===== src/bcc_pkg.sv =====
package bcc_pkg;

    // Mode codes as seen on the result word
    localparam logic [1:0] MODE_CHARGE    = 2'd0;
    localparam logic [1:0] MODE_DISCHARGE = 2'd1;
    localparam logic [1:0] MODE_MEASURE   = 2'd2;

    // Register indexes (byte address 4*index)
    localparam logic [1:0] REG_TICKS_PER_STEP   = 2'd0;
    localparam logic [1:0] REG_CHARGE_PHASES    = 2'd1;
    localparam logic [1:0] REG_DISCHARGE_PHASES = 2'd2;
    localparam logic [1:0] REG_AVG_LIMIT        = 2'd3;

    localparam int APB_ADDR_W  = 4;
    localparam int APB_DATA_W  = 32;
    localparam int LIMIT_W     = 10;
    localparam int AVG_W       = 10;
    localparam int OUT_DATA_W  = 24;

    // Reset values of the registers
    localparam logic [7:0]         RST_TICKS_PER_STEP   = 8'd4;
    localparam logic [7:0]         RST_CHARGE_PHASES    = 8'd10;
    localparam logic [7:0]         RST_DISCHARGE_PHASES = 8'd10;
    localparam logic [LIMIT_W-1:0] RST_AVG_LIMIT        = 10'd343;

    // Steps in one phase
    localparam logic [4:0] STEPS_PER_PHASE = 5'd16;

    // Last phase of the six-phase flash cycle
    localparam logic [2:0] FLASH_LAST = 3'd5;
    localparam logic [2:0] FLASH_ON   = 3'd0;
    localparam logic [2:0] FLASH_OFF  = 3'd1;

    typedef struct packed {
        logic [7:0]         ticks_per_step;
        logic [7:0]         charge_phases;
        logic [7:0]         discharge_phases;
        logic [LIMIT_W-1:0] avg_limit;
    } t_cfg;

    typedef struct packed {
        logic [AVG_W-1:0] average_voltage;
        logic             average_valid;
        logic             active_lamp;
        logic [2:0]       mode_lamps;
        logic [1:0]       mode;
        logic             relay_on;
    } t_result;

    // Lamp bit belonging to a mode; the unused code has no lamp
    function automatic logic [2:0] mode_lamp(input logic [1:0] mode);
        logic [2:0] lamp;
        case (mode)
            MODE_CHARGE:    lamp = 3'b001;
            MODE_DISCHARGE: lamp = 3'b010;
            MODE_MEASURE:   lamp = 3'b100;
            default:        lamp = 3'b000;
        endcase
        return lamp;
    endfunction

endpackage


===== src/battery_cycle_controller.sv =====
// Battery cycle controller: one result word per timer-overflow input word.
// An accepted input word is held in the input register, then passes the
// combinational step logic into the result register.
// Throughput: one word per cycle, limited only by the output handshake.
// Reset: synchronous, active low; registers and controller state return to
// their start-up values (discharge mode, relay on).
module battery_cycle_controller #(
    parameter int SAMPLE_BITS = 10
) (
    input  logic                                 i_clk,
    input  logic                                 i_rst_n,
    // input stream
    input  logic                                 s_axis_tvalid,
    output logic                                 s_axis_tready,
    // [SAMPLE_BITS-1:0] adc_sample, rest zero
    input  logic [((SAMPLE_BITS+7)/8)*8-1:0]     s_axis_tdata,
    // result stream
    output logic                                 m_axis_tvalid,
    input  logic                                 m_axis_tready,
    // [0] relay_on, [2:1] mode, [5:3] mode_lamps, [6] active_lamp,
    // [7] average_valid, [17:8] average_voltage, [23:18] zero
    output logic [bcc_pkg::OUT_DATA_W-1:0]       m_axis_tdata,
    // configuration port
    input  logic                                 psel,
    input  logic                                 penable,
    input  logic                                 pwrite,
    input  logic [bcc_pkg::APB_ADDR_W-1:0]       paddr,
    input  logic [bcc_pkg::APB_DATA_W-1:0]       pwdata,
    output logic [bcc_pkg::APB_DATA_W-1:0]       prdata,
    output logic                                 pready
);
    import bcc_pkg::*;

    t_cfg                   cfg;
    t_result                core_res;
    t_result                r_out;
    logic                   r_out_valid;
    logic                   r_in_valid;
    logic [SAMPLE_BITS-1:0] r_in_sample;
    logic                   advance;
    logic                   in_accept;

    bcc_regs u_regs (
        .i_clk   (i_clk),
        .i_rst_n (i_rst_n),
        .psel    (psel),
        .penable (penable),
        .pwrite  (pwrite),
        .paddr   (paddr),
        .pwdata  (pwdata),
        .prdata  (prdata),
        .pready  (pready),
        .o_cfg   (cfg)
    );

    // Handshake: the input word moves on when the result register is free
    assign advance       = r_in_valid & (~r_out_valid | m_axis_tready);
    assign s_axis_tready = ~r_in_valid | advance;
    assign in_accept     = s_axis_tvalid & s_axis_tready;

    // Input register
    always_ff @(posedge i_clk) begin
        if (!i_rst_n) begin
            r_in_valid <= 1'b0;
        end else if (in_accept) begin
            r_in_valid <= 1'b1;
        end else if (advance) begin
            r_in_valid <= 1'b0;
        end
    end

    always_ff @(posedge i_clk) begin
        if (in_accept) begin
            r_in_sample <= s_axis_tdata[SAMPLE_BITS-1:0];
        end
    end

    bcc_core #(
        .SAMPLE_BITS (SAMPLE_BITS)
    ) u_core (
        .i_clk    (i_clk),
        .i_rst_n  (i_rst_n),
        .i_step   (advance),
        .i_sample (r_in_sample),
        .i_cfg    (cfg),
        .o_result (core_res)
    );

    // Result register
    always_ff @(posedge i_clk) begin
        if (!i_rst_n) begin
            r_out_valid <= 1'b0;
        end else if (advance) begin
            r_out_valid <= 1'b1;
        end else if (m_axis_tready) begin
            r_out_valid <= 1'b0;
        end
    end

    always_ff @(posedge i_clk) begin
        if (advance) begin
            r_out <= core_res;
        end
    end

    assign m_axis_tvalid = r_out_valid;
    assign m_axis_tdata  = {6'd0, r_out.average_voltage, r_out.average_valid,
                            r_out.active_lamp, r_out.mode_lamps, r_out.mode,
                            r_out.relay_on};

endmodule


===== src/bcc_regs.sv =====
module bcc_regs (
    input  logic                               i_clk,
    input  logic                               i_rst_n,
    input  logic                               psel,
    input  logic                               penable,
    input  logic                               pwrite,
    input  logic [bcc_pkg::APB_ADDR_W-1:0]     paddr,
    input  logic [bcc_pkg::APB_DATA_W-1:0]     pwdata,
    output logic [bcc_pkg::APB_DATA_W-1:0]     prdata,
    output logic                               pready,
    output bcc_pkg::t_cfg                      o_cfg
);
    import bcc_pkg::*;

    t_cfg       r_cfg;
    logic       wr_en;
    logic [1:0] reg_idx;

    assign pready  = 1'b1;
    assign wr_en   = psel & penable & pwrite & pready;
    assign reg_idx = paddr[3:2];

    // Register writes
    always_ff @(posedge i_clk) begin
        if (!i_rst_n) begin
            r_cfg.ticks_per_step   <= RST_TICKS_PER_STEP;
            r_cfg.charge_phases    <= RST_CHARGE_PHASES;
            r_cfg.discharge_phases <= RST_DISCHARGE_PHASES;
            r_cfg.avg_limit        <= RST_AVG_LIMIT;
        end else if (wr_en) begin
            case (reg_idx)
                REG_TICKS_PER_STEP:   r_cfg.ticks_per_step   <= pwdata[7:0];
                REG_CHARGE_PHASES:    r_cfg.charge_phases    <= pwdata[7:0];
                REG_DISCHARGE_PHASES: r_cfg.discharge_phases <= pwdata[7:0];
                REG_AVG_LIMIT:        r_cfg.avg_limit        <= pwdata[LIMIT_W-1:0];
                default: ;
            endcase
        end
    end

    // Read-back mux
    always_comb begin
        case (reg_idx)
            REG_TICKS_PER_STEP:   prdata = {24'd0, r_cfg.ticks_per_step};
            REG_CHARGE_PHASES:    prdata = {24'd0, r_cfg.charge_phases};
            REG_DISCHARGE_PHASES: prdata = {24'd0, r_cfg.discharge_phases};
            REG_AVG_LIMIT:        prdata = {{(APB_DATA_W-LIMIT_W){1'b0}}, r_cfg.avg_limit};
            default:              prdata = '0;
        endcase
    end

    assign o_cfg = r_cfg;

endmodule


===== src/bcc_core.sv =====
module bcc_core #(
    parameter int SAMPLE_BITS = 10
) (
    input  logic                   i_clk,
    input  logic                   i_rst_n,
    input  logic                   i_step,
    input  logic [SAMPLE_BITS-1:0] i_sample,
    input  bcc_pkg::t_cfg          i_cfg,
    output bcc_pkg::t_result       o_result
);
    import bcc_pkg::*;

    localparam int SUM_W = SAMPLE_BITS + 4;
    localparam int CMP_W = (SAMPLE_BITS > LIMIT_W) ? SAMPLE_BITS : LIMIT_W;

    logic [7:0]       r_ovf,   n_ovf;
    logic [4:0]       r_step,  n_step;
    logic [7:0]       r_phase, n_phase;
    logic [1:0]       r_mode,  n_mode;
    logic [SUM_W-1:0] r_sum,   n_sum;
    logic             r_relay, n_relay;
    logic [2:0]       r_lamps, n_lamps;
    logic             r_ind,   n_ind;
    logic [2:0]       r_flash, n_flash;

    logic             avg_valid;
    logic [CMP_W-1:0] avg;
    logic [2:0]       lamp;

    // Next state for one timer overflow
    always_comb begin
        n_ovf     = r_ovf + 8'd1;
        n_step    = r_step;
        n_phase   = r_phase;
        n_mode    = r_mode;
        n_sum     = r_sum;
        n_relay   = r_relay;
        n_lamps   = r_lamps;
        n_ind     = r_ind;
        n_flash   = r_flash;
        avg_valid = 1'b0;
        avg       = '0;
        lamp      = 3'b000;

        if (n_ovf == i_cfg.ticks_per_step) begin
            n_ovf  = 8'd0;
            n_step = r_step + 5'd1;
            if (r_mode == MODE_MEASURE) begin
                n_sum = r_sum + SUM_W'(i_sample);
            end

            // phase end
            if (n_step == STEPS_PER_PHASE) begin
                n_step = 5'd0;
                case (r_mode)
                    MODE_CHARGE: begin
                        n_phase = r_phase + 8'd1;
                        if (n_phase == i_cfg.charge_phases) begin
                            n_relay = 1'b1;
                            n_mode  = MODE_MEASURE;
                            n_lamps = mode_lamp(MODE_MEASURE);
                            n_ind   = 1'b0;
                            n_sum   = '0;
                        end
                    end
                    MODE_DISCHARGE: begin
                        n_phase = r_phase + 8'd1;
                        if (n_phase == i_cfg.discharge_phases) begin
                            n_mode  = MODE_MEASURE;
                            n_lamps = mode_lamp(MODE_MEASURE);
                            n_ind   = 1'b0;
                            n_sum   = '0;
                        end
                    end
                    MODE_MEASURE: begin
                        avg       = CMP_W'(n_sum[SUM_W-1:4]);
                        n_sum     = SUM_W'(n_sum[SUM_W-1:4]);
                        avg_valid = 1'b1;
                        n_ind     = 1'b1;
                        n_phase   = 8'd0;
                        if (avg > CMP_W'(i_cfg.avg_limit)) begin
                            n_relay = 1'b1;
                            n_mode  = MODE_DISCHARGE;
                        end else begin
                            n_relay = 1'b0;
                            n_mode  = MODE_CHARGE;
                        end
                        n_lamps = mode_lamp(n_mode);
                    end
                    default: ;
                endcase
            end

            // flash cycle on the lamp of the current mode
            lamp = mode_lamp(n_mode);
            case (r_flash)
                FLASH_ON: begin
                    n_lamps = n_lamps | lamp;
                    n_flash = 3'd1;
                end
                FLASH_OFF: begin
                    n_lamps = n_lamps & ~lamp;
                    n_flash = 3'd2;
                end
                FLASH_LAST: n_flash = 3'd0;
                default:    n_flash = r_flash + 3'd1;
            endcase
        end
    end

    // State registers
    always_ff @(posedge i_clk) begin
        if (!i_rst_n) begin
            r_ovf   <= 8'd0;
            r_step  <= 5'd0;
            r_phase <= 8'd0;
            r_mode  <= MODE_DISCHARGE;
            r_sum   <= '0;
            r_relay <= 1'b1;
            r_lamps <= mode_lamp(MODE_DISCHARGE);
            r_ind   <= 1'b1;
            r_flash <= 3'd0;
        end else if (i_step) begin
            r_ovf   <= n_ovf;
            r_step  <= n_step;
            r_phase <= n_phase;
            r_mode  <= n_mode;
            r_sum   <= n_sum;
            r_relay <= n_relay;
            r_lamps <= n_lamps;
            r_ind   <= n_ind;
            r_flash <= n_flash;
        end
    end

    // Result word for this overflow
    always_comb begin
        o_result.relay_on        = n_relay;
        o_result.mode            = n_mode;
        o_result.mode_lamps      = n_lamps;
        o_result.active_lamp     = n_ind;
        o_result.average_valid   = avg_valid;
        o_result.average_voltage = avg[AVG_W-1:0];
    end

endmodule

===== config.mk =====
export PLATFORM = sky130hd
export DESIGN_NAME = battery_cycle_controller
export DESIGN_NICKNAME = d
export VERILOG_FILES = /design/src/bcc_pkg.sv /design/src/battery_cycle_controller.sv /design/src/bcc_regs.sv /design/src/bcc_core.sv
export SDC_FILE = /design/constraint.sdc
export NUM_CORES = 1
export LEC_CHECK = 0
export BUFFER_PORTS_ARGS = -buffer_cell sky130_fd_sc_hd__buf_2
export CAP_MARGIN = 20
export CELL_PAD_IN_SITES_DETAIL_PLACEMENT = 0
export CELL_PAD_IN_SITES_GLOBAL_PLACEMENT = 2
export CORE_ASPECT_RATIO = 1.75
export CORE_UTILIZATION = 34
export DETAILED_ROUTE_END_ITERATION = 8
export GPL_TIMING_DRIVEN = 0
export HOLD_SLACK_MARGIN = 0.08
export PLACE_DENSITY_LB_ADDON = 0.1
export SLEW_MARGIN = 10
export SYNTH_ARGS = -nofsm -noshare
export SYNTH_HDL_FRONTEND = slang
export SYNTH_SLANG_ARGS = --single-unit

===== constraint.sdc =====
create_clock -name i_clk -period 5.3 [get_ports i_clk]
set_input_delay 1.06 -clock i_clk [delete_from_list [all_inputs] [get_ports i_clk]]
set_output_delay 1.06 -clock i_clk [all_outputs]
set_load 0.05 [all_outputs]

Word level (Yosys, flattened, before mapping)

Index checks and enable logic that the tools add are counted.

Register bits: 109
Input port bits: 59
Output and inout bits: 59
Word-level logic and storage cells: 117

Add/subtract/negate cells: 5
Magnitude comparators: 1
Equal/unequal tests: 15
Muxes and demuxes: 46
Bitwise logic cells: 11
Reduce and logical (&&, ||, !) cells: 17

Operators with widths:

| kind                | count |
|---|---|
| $pmux 32 s4         | 1 |
| $mux 14             | 5 |
| $pmux 14 s3         | 1 |
| $pmux 3 s3          | 4 |
| $eq 8x8->1          | 3 |
| $mux 3              | 6 |
| $add 8x1->8 const B | 2 |
| $mux 2              | 8 |
| $pmux 8 s2          | 1 |
| $add 14x10->14      | 1 |
| $mux 1              | 14 |
| $reduce_and 2->1    | 6 |
| $eq 2x2->1 const B  | 5 |
| $gt 10x10->1        | 1 |
| $eq 2x1->1 const B  | 4 |
| $logic_not 2->1     | 4 |
| $mux 8              | 1 |
| $pmux 2 s3          | 1 |
| $pmux 3 s2          | 1 |
| $reduce_bool 2->1   | 3 |
| $add 5x1->5 const B | 1 |
| $eq 5x5->1 const B  | 1 |
| $mux 5              | 1 |
| $and 1x1->1         | 4 |
| 14 further kinds    | 16 |

Longest topological paths before layout

Gate-level depths: netlist (run 1).

Depth after elaboration: 18
Mapped depth: 18
Mapped depth without buffers: 18

Modules after synthesis

A second synthesis (run 1) with hierarchy kept.

Cell total of the unflattened synthesis: 751
Area total of the unflattened synthesis: 6821.5 sq um

Modules (own cells, without submodules):

| module                   | times used | cells an instance | area an instance (sq um) | seq. area each (sq um) |
|---|---|---|---|---|
| bcc_core                 | 1          | 537               | 4108.9                   | 900.9 |
| bcc_regs                 | 1          | 170               | 1719.1                   | 680.7 |
| battery_cycle_controller | 1          | 44                | 993.5                    | 880.8 |

Worst setup path after synthesis (run 1)

No wires, ideal clock.

Path type: register to register
Start point: register r_in_sample[1]
End point: register u_core.r_lamps[0]
Library setup time: 0.095 ns
Data arrival time: 3.672 ns
Required time: 5.205 ns
Setup slack: 1.532 ns
Cell stages (with the launch flop): 18
Buffers on the path: 0
Clock period less this slack: 3.768 ns
Cell sequence: edfxtp_1 ha_1 a21o_1 a21oi_1 o21a_1 or2_2 a31oi_1 xnor2_1 inv_1 ha_1 a211o_1 a21oi_1 o21ai_0 o21ai_1 a21oi_1 a2111oi_0 nor2_1 a221oi_1

Longest elaborated chain between the ends: 18
Elaborated cells between the ends (all ways): 28
Classes of those cells: 1 x add/sub; 1 x order compare; 4 x eq/ne; 17 x mux; 3 x bitwise; 2 x reduce/logical

RTL lines:

| what                               | line                           | source |
|---|---|---|
| start, declared                    | battery_cycle_controller.sv:39 | `logic [SAMPLE_BITS-1:0] r_in_sample;` |
| start signal, assigned             | battery_cycle_controller.sv:74 | `r_in_sample <= s_axis_tdata[SAMPLE_BITS-1:0];` |
| $add 14x10->14 (*)                 | bcc_core.sv:49                 | `n_sum = r_sum + SUM_W'(i_sample);` |
| $mux 14 (*)                        | bcc_core.sv:48                 | `if (r_mode == MODE_MEASURE) begin` |
| $mux 14 (*)                        | bcc_core.sv:45                 | `if (n_ovf == i_cfg.ticks_per_step) begin` |
| $gt 10x10->1 (*)                   | bcc_core.sv:81                 | `if (avg > CMP_W'(i_cfg.avg_limit)) begin` |
| $mux 1 (*)                         | bcc_core.sv:81                 |  |
| $mux 2 (*)                         | bcc_core.sv:55                 | `case (r_mode)` |
| $mux 2 (*)                         | bcc_core.sv:53                 | `if (n_step == STEPS_PER_PHASE) begin` |
| $mux 2 (*)                         | bcc_core.sv:45                 |  |
| (+2 left out)                      | n/a                            |  |
| $mux 2                             | bcc_core.sv:45                 |  |
| $eq 2x2->1 (tied with other cells) | bcc_pkg.sv:53                  | `case (mode)` |
| $pmux 3 s3                         | bcc_pkg.sv:53                  |  |
| $mux 3                             | bcc_core.sv:45                 |  |
| $not 3->3                          | bcc_core.sv:102                | `n_lamps = n_lamps & ~lamp;` |
| $and 3x3->3                        | bcc_core.sv:102                |  |
| $pmux 3 s2 (*)                     | bcc_core.sv:96                 | `case (r_flash)` |
| $mux 3 (*)                         | bcc_core.sv:45                 |  |
| end signal, assigned               | bcc_core.sv:120                | `r_lamps <= mode_lamp(MODE_DISCHARGE);` |
| end signal, assigned               | bcc_core.sv:130                | `r_lamps <= n_lamps;` |
| end, declared                      | bcc_core.sv:22                 | `logic [2:0] r_lamps, n_lamps;` |

Mark *: on every way between the ends. The rest lies on a longest branch, timed or not. The select of a mux whose other input is x is not followed.
A chain may end at the register's enable or synchronous reset.

Worst setup path in the final report (run 1)

Same ends and word-level chain as after synthesis.

==> metrics.txt, run 1 <==
outcome=complete, no violations; asr flop ratio synth=0%; vias in the first global route=5861; layout cell share with drive strength beyond 1=14.86%; CTS tree=done; period utilization=92.47%; Yosys reg bits=109; Die Area=20300 sq um; Setup Crit Path Kind=reg -> reg; DRC Markers=0; Leakage=2.998 nW; hold buffer count at CTS=0; Detail Route Antenna Nets=0; first-pass GRT wire length=32660 microns; Post-Route WL=between 20000 and 25000 microns; final count of pins violating max slew=0; Metal-1 WL=8447 microns; DR pass1 iterations=4; root buffer cell=clkbuf_16; Skew-Pair Late Insertion Delay=370 ps; reg2reg setup slack=400 ps; first-iteration detailed-routing DRC count=279; Setup crit end kind=flop; Via density=5.347; Final min period=between 4000 and 5000 ps; clk buf depth=2; # diodes=0; count of final setup violators=0; HP Start=u_core.r_step[4]$_SDFFE_PN0P_; initial core utilization=between 30% and 40%; Ys Warns=0; Seq/Total Area, Yosys=a little under two fifths; gpl congestion=0.8617; Max-cap violations=0; layout net count=956; # Post-CTS Setup Buffers=0; Slew Limit Headroom=45.79%; met2 WL=11640 microns; Distinct cells, synth=73; clock sink total=109; IO buf count=57; core area=~19000 sq um; pin count of the biggest net entering global routing=25; synth-to-layout area growth=15.21%; die height=about 190 microns; cell area power density=229.1 nW/um^2; Worst EP required=5560 ps; Mapped Area=6703 sq um; Final Hold Viols=0; HP Class=reg -> reg; Setup Skew=12.52 ps; hold endpoint=u_core.r_step[4]$_SDFFE_PN0P_; CP Launch Type=flop; antenna violations before repair=0; Worst Hold Depth=2; wire length per cell=19.27 microns; EDFF count, synth=28; reg-to-reg critical path endpoint=u_core.r_lamps[0]$_SDFFE_PN0P_; top sig layer=met4; Most used DFF post-synth=dfxtp_1; CP arrival=5170 ps; Post-Synthesis Cells=773; IO Count=roughly 120; Reg2Reg Depth=16; syn_area_per_cell=8.671 sq um; row count=67; Peak VDD IR=approximately 0.16 mV; Reg clk slew, reported paths=around 80 ps; synth top area cells=dfxtp_1 (24%), edfxtp_1 (13%), ha_1 (4.9%); RSZ-0062 raised after global routing=no; Synth area leader=dfxtp_1; gr ovfl total=0; critical path fanouts, max=7; DP HPWL=16790 microns; htree depth=3; worst r2r src=r_in_sample[1]$_DFFE_PP_; setup TNS=0 ps; CTS buffer count=9; met3 wire length=around 550 microns; Die Wd=approximately 110 microns; WHS=~470 ps; f_max=204.0 MHz; Worst Max-Slew Pin Slew=813.2 ps; DR vias=5967; CTS-repair resized insts=0; GRT Util Overall=21.71%; most frequent cells in the layout=nor2_1 (81), dfxtp_1 (81), nand2_1 (71), buf_2 (63), o21ai_0 (46); top-area cell type share of the netlist area=roughly 24%
## worst max-delay path, stage by stage (launching register included)
cell and delay (ps):
edfxtp_1 410, ha_1 300, a21o_1 150, a21oi_1 290, o21a_1 190, or2_2 180
a21oi_1 80, o31ai_1 580, o21ai_0 270, ha_1 350, o211ai_1 200, o21ai_0 120
o21ai_1 520, a21oi_1 190, a2111oi_0 590, nor2_1 110, a221oi_1 270
## worst max-delay path by stage
stage | startpoint | cells after the start | end | slack, ps
floorplan | r_in_sample[1]$_DFFE_PP_ | 17 | u_core.r_lamps[0]$_SDFFE_PN0P_ | 1530
finish | r_in_sample[1]$_DFFE_PP_ | 16 | u_core.r_lamps[0]$_SDFFE_PN0P_ | 400
detailed placement | r_in_sample[1]$_DFFE_PP_ | 16 | u_core.r_lamps[0]$_SDFFE_PN0P_ | 350
global route | r_in_sample[1]$_DFFE_PP_ | 16 | u_core.r_lamps[0]$_SDFFE_PN0P_ | 120
global placement | r_in_sample[1]$_DFFE_PP_ | 16 | u_core.r_lamps[0]$_SDFFE_PN0P_ | 450
CTS | r_in_sample[1]$_DFFE_PP_ | 16 | u_core.r_lamps[0]$_SDFFE_PN0P_ | 320
## synthesized netlist by cell type (13+ instances only)
master / n
o21ai_0: 46
a21oi_1: 44
a31oi_1: 13
xor2_1: 13
nor3_1: 17
o211ai_1: 14
nand3_1: 24
buf_4: 29
clkbuf_1: 29
inv_1: 31
mux2i_1: 29
ha_1: 26
xnor2_1: 24
nor2_1: 81
dfxtp_1: 81
nand2_1: 71
edfxtp_1: 28
## logic make-up (layout without fill, tap and decap cells)
family / after synthesis / after routing / synth area share, %
DFF: 109 / 109 / 36.74
xor gates and xnor gates: 40 / 40 / 5.880
muxes: 38 / 38 / 7.187
AOI/OAI and AO/OA: 190 / 190 / 18.63
buffers and inverters: 103 / 178 / 7.616
other: 2 / 29 / 0.1120
adders and majority gates: 27 / 27 / 5.152
and+or+nand+nor: 264 / 264 / 18.69
## layout make-up
class / instances / area (sq um)
sequential: 109 / 2462
multi-input combinational: 588 / 3836
clock inverter: 6 / 52.55
buffer: 72 / 394.1
inverter: 31 / 116.4
tap: 241 / 301.5
clock buffer: 10 / 239.0
timing repair buffer: 59 / 320.3
fill: 2020 / 11470
## state kept, by name, summed over array words and instances, names as in the netlist
register	cells
u_core.r_flash	3
u_core.r_relay	1
m_axis_tdata	18
u_core.r_step	5
u_core.r_lamps	3
u_core.r_ind	1
u_core.r_mode	2
u_core.r_ovf	8
r_in_sample	10
u_core.r_sum	14
u_core.r_phase	8
m_axis_tvalid	1
r_in_valid	1
u_regs.o_cfg	34
## layer usage
metal	global-route usage, %	vias up
li1	-	2923
met1	23.09	2848
met2	40.57	150
met3	2.989	46
met4	10.70	0
met5	0	-
## through the flow
stage               instances  power [mW]  area [sq um]  util (%)  setup slack [ps]
finish                   1116       1.769          7722     40.23             399.1
global route             1116       1.833          7722     40.23             120.3
CTS                      1115       1.787          7695     40.08             323.9
detailed placement       1099       1.100          7403     38.56             345.2
global placement         1098       1.098          7391     38.50             452.5
floorplan                 800       1.047          6804         -              1532
## power by group
group / leakage [nW] / total (mW) / switching, mW / internal [mW]
Combinational: 1.95 / 0.207 / 0.149 / 0.0582
Sequential: 0.902 / 0.876 / 0.00909 / 0.867
Clock: 0.147 / 0.687 / 0.345 / 0.342
Total: 3.00 / 1.77 / 0.503 / 1.27
Note: power is estimated with default switching activity, not from simulation.
==> run 2, diff against run 1 <==
- PLACE_DENSITY: default -> 0.85
- PLACE_DENSITY_LB_ADDON: 0.1 -> default
==> run 2 against run 1 <==
Effect of this change:
- sequential share of layout area decreased by 0.077 points
- worst setup slack improved by 160 ps
- wire length down 5.0%
- largest power group unchanged
==> metrics.txt, run 2 (same netlist as run 1, synthesis figures left out) <==
critical path fanouts, max=7; hold endpoint=u_core.r_sum[13]$_SDFFE_PN0P_; cell area power density=approximately 230 nW/um^2; design area=7741 sq um; register area=2462 sq um; Reg2Reg Depth=16; RSZ-0062 raised after global routing=no; GR met2 Demand/Resource=approximately 41%; Worst Hold Depth=2; Setup Crit Path Kind=reg -> reg; max reg flops=34; clock sink total=roughly 110; Worst Setup SP=r_in_sample[1]$_DFFE_PP_; outcome=complete, no violations; die height=187.7 microns; Skew-Pair Late Insertion Delay=370 ps; WHS=between 400 and 500 ps; Post-Route WL=20440 microns; f_max=~210 MHz; area occupied by multi-input gates=3836 sq um; IO buf count=57; pin count of the biggest net entering global routing=25; CTS buffer count=9; # Post-CTS Setup Buffers=0; CTS-repair resized insts=0; hold buffer count at CTS=0; reg-to-reg critical path endpoint=m_axis_tdata[3]$_DFFE_PP_; final count of pins violating max slew=0; IO Count=around 120; DP HPWL=roughly 16000 microns; initial core utilization=34.91%; HP Class=reg -> reg; Detail Route Antenna Nets=0; Worst Max-Slew Pin Slew=802.0 ps; DRC Markers=0; GRT Util Overall=21.07%; Final Hold Viols=0; layout cell share with drive strength beyond 1=about 15%; layout net count=956; Peak VDD IR=0.1293 mV; gpl congestion=0.8420; DR pass1 iterations=4; most frequent cells in the layout=nor2_1 (81), dfxtp_1 (81), nand2_1 (71), buf_2 (63), o21ai_0 (46); wire length per cell=18.32 microns; Final min period=between 4000 and 5000 ps; first-pass GRT wire length=about 32000 microns; Worst EP required=5500 ps; HP Start=u_core.r_sum[13]$_SDFFE_PN0P_; DR vias=5875; Setup crit end kind=flop; Via density=5.264; vias in the first global route=roughly 5800; worst r2r src=r_in_sample[1]$_DFFE_PP_; row count=67; Leakage=2.998 nW; htree depth=3; Placed Instance Area=7403 sq um; # fillers=2004; setup TNS=0 ps; Slew Limit Headroom=46.53%; Die Area=20300 sq um; count of final setup violators=0; first-iteration detailed-routing DRC count=275; met1 Usage GRT=between 20% and 30%; antenna violations before repair=0; synth-to-layout area growth=15.49%; Max-cap violations=0; CP Launch Type=flop; Reg clk slew, reported paths=80 ps; reg2reg setup slack=~560 ps; Setup Skew=roughly 17 ps; layer with the highest usage=met2; Die Wd=roughly 110 microns; period utilization=89.36%; gr ovfl total=0; # diodes=0; clk buf depth=2; core area=19200 sq um; CP arrival=a little under 5000 ps; CTS tree=done; global-route met3 utilization=~2.4%; root buffer cell=clkbuf_16
## run 2: layout make-up
class | count | share of cell area, %
clock buffer | 9 | 2.909
tap | 241 | 3.895
inverter | 31 | 1.503
multi-input combinational | 588 | 49.56
sequential | 109 | 31.81
clock inverter | 7 | 1.099
buffer | 72 | 5.091
timing repair buffer | 59 | 4.138
## run 2: layer usage
layer / wire length (microns) / vias up / share of wire (%)
met5: 0 / - / 0
met4: 777 / 0 / 3.8
met2: 11320 / 139 / 55
met1: 7746 / 2759 / 38
met3: 600 / 40 / 2.9
li1: - / 2937 / -
## run 2: critical path, stage by stage, from the launching register on
cell and delay, ps:
edfxtp_1 390, ha_1 300, a21o_1 160, a21oi_1 300
o21a_1 180, or2_2 170, a21oi_1 80, o31ai_1 510
o21ai_0 230, ha_1 330, o211ai_1 210, o21ai_0 130
o21ai_1 500, a21oi_1 200, a2111oi_0 590, nor2_1 90
a22oi_1 190
## run 2: worst max-delay path by stage
stage                                                 to  slack [ps]
after detailed placement  u_core.r_lamps[0]$_SDFFE_PN0P_         420
after CTS                 u_core.r_lamps[0]$_SDFFE_PN0P_         420
after floorplan           u_core.r_lamps[0]$_SDFFE_PN0P_        1530
after global routing      u_core.r_lamps[0]$_SDFFE_PN0P_          30
final                          m_axis_tdata[3]$_DFFE_PP_         560
after global placement    u_core.r_lamps[0]$_SDFFE_PN0P_         410
## run 2: through the flow
step                std cells  utilization, %  setup slack, ps  total power [mW]
finish                   1116           40.32            563.7             1.786
global route             1116           40.32            26.83             1.848
CTS                      1115           40.18            416.6             1.803
detailed placement       1099           38.56            424.6             1.099
global placement         1098           38.50            409.8             1.099
floorplan                 800               -             1532             1.047
## run 2: power breakdown
part,leakage [nW],internal (mW),switching (mW),total (mW)
clock,0.147,0.341,0.363,0.704
combinational,1.95,0.0581,0.148,0.206
sequential,0.902,0.867,0.00917,0.876
total,3.00,1.27,0.520,1.79
==> run 3, diff against run 2 <==
- CTS_CLUSTER_DIAMETER: default -> 100
- RECOVER_POWER: default -> 100
==> run 3 against run 2 <==
Effect of this change:
- clock power is essentially flat
- sequential cell count is the same
- maximum frequency grew 0.54%
- worst setup slack gained 26 ps
- power shrank 0.30%
- largest power group unchanged
- final cell count is the same
- wire length shrank 0.17%
- sequential power is essentially flat
- final area shrank 1.1%
- clock skew grew 0.76 ps
- sequential share of layout area grew 0.36 points
- worst hold slack is essentially flat
==> metrics.txt, run 3 (same netlist as run 1, synthesis figures left out) <==
htree depth=3; die height=187.7 microns; core area=roughly 19000 sq um; clk buf depth=2; commonest non-fill, non-tap cell in the layout=nor2_1; Setup Skew=17.78 ps; Slew Limit Headroom=around a third; Leakage=approximately 2.9 nW; Peak VDD IR=0.1293 mV; RSZ-0062 raised after global routing=no; GRT Util Overall=21.07%; row count=67; initial core utilization=a little over a third; HP Start=u_core.r_sum[13]$_SDFFE_PN0P_; Via density=5.252; f_max=212.3 MHz; first-pass GRT wire length=32070 microns; Final Hold Viols=0; CTS tree=done; Worst EP required=5570 ps; IO buf count=57; Reg clk slew, reported paths=approximately 80 ps; Setup crit end kind=flop; total power=1.780 mW; root buffer cell=clkbuf_16; DRC Markers=0; DP HPWL=16100 microns; IO Count=118; HP Class=reg -> reg; count of final setup violators=0; clock sink total=~110; first-iteration detailed-routing DRC count=275; DR vias=5861; cell area power density=232.6 nW/um^2; Setup Crit Path Kind=reg -> reg; hold buffer count at CTS=0; final count of pins violating max slew=0; setup TNS=0 ps; outcome=complete, no violations; # diodes=0; # Post-CTS Setup Buffers=0; CP arrival=4980 ps; synth-to-layout area growth=14.21%; layout cell share with drive strength beyond 1=10.63%; pin count of the biggest net entering global routing=25; CTS buffer count=9; Die Area=20300 sq um; antenna violations before repair=0; CTS-repair resized insts=0; wire length per cell=about 18 microns; end-of-flow core utilization=39.87%; worst r2r src=r_in_sample[1]$_DFFE_PP_; critical path fanouts, max=7; most frequent cells in the layout=nor2_1 (82), dfxtp_1 (81), nand2_1 (71), clkbuf_1 (68), o21ai_0 (46); Worst Setup SP=r_in_sample[1]$_DFFE_PP_; Post-Route WL=20410 microns; Skew-Pair Late Insertion Delay=370 ps; max reg flops=34; DR pass1 iterations=5; Die Wd=around 110 microns; CP Launch Type=flop; period utilization=between 80% and 90%; gpl congestion=0.8420; Detail Route Antenna Nets=0; vias in the first global route=between 5000 and 6000; Worst Max-Slew Pin Slew=a little under 1000 ps; Max-cap violations=0; layout net count=between 900 and 1000; gr ovfl total=0; Final min period=about 4700 ps
==> run 3: final timing paths <==
path | slack [ps] | end | depth (start not counted)
max | 590 | u_core.r_lamps[0]$_SDFFE_PN0P_ | 16
min | 480 | u_core.r_sum[13]$_SDFFE_PN0P_ | 2
max reg2reg | 590 | u_core.r_lamps[0]$_SDFFE_PN0P_ | 16
min reg2reg | 480 | u_core.r_sum[13]$_SDFFE_PN0P_ | 2
==> run 3: critical path, cell delays in order, from the launching register on <==
cell	delay (ps)
edfxtp_1	390
ha_1	300
a21o_1	160
a21oi_1	300
o21a_1	180
or2_2	170
a21oi_1	80
o31ai_1	510
o21ai_0	230
ha_1	330
o211ai_1	210
o21ai_0	130
o21ai_1	490
a21oi_1	200
a2111oi_0	590
nor2_1	110
a221oi_1	250
==> run 3: layout make-up <==
type	instances	area, sq um
Fill cell	2009	11540
Clock buffer	9	225.2
Sequential cell	109	2462
Inverter	31	116.4
Buffer	72	385.4
Timing Repair Buffer	59	255.2
Multi-Input combinational cell	588	3824
Clock inverter	7	85.08
Tap cell	241	301.5
==> run 3: layer usage <==
layer / wire length [microns] / up-vias / GRT usage [%]
li1: - / 2934 / -
met1: 7781 / 2774 / 21.79
met2: 11410 / 122 / 40.64
met3: 571 / 31 / 2.364
met4: 647 / 0 / 9.958
met5: 0 / - / 0
==> run 3: metrics by stage <==
stage                     std cells  hold slack, ps  setup slack (ps)  area, sq um
after floorplan                 800           440.3              1532         6804
after global placement         1098           454.2             409.8         7391
after detailed placement       1099           465.7             424.6         7403
after CTS                      1115           477.4             416.6         7714
after global routing           1116           506.7             26.83         7655
final                          1116           478.3             589.2         7655
==> run 3: where the power goes <==
part | switching, mW | internal (mW)
Sequential | 0.00937 | 0.867
Clock | 0.363 | 0.341
Combinational | 0.147 | 0.0529
Total | 0.520 | 1.26
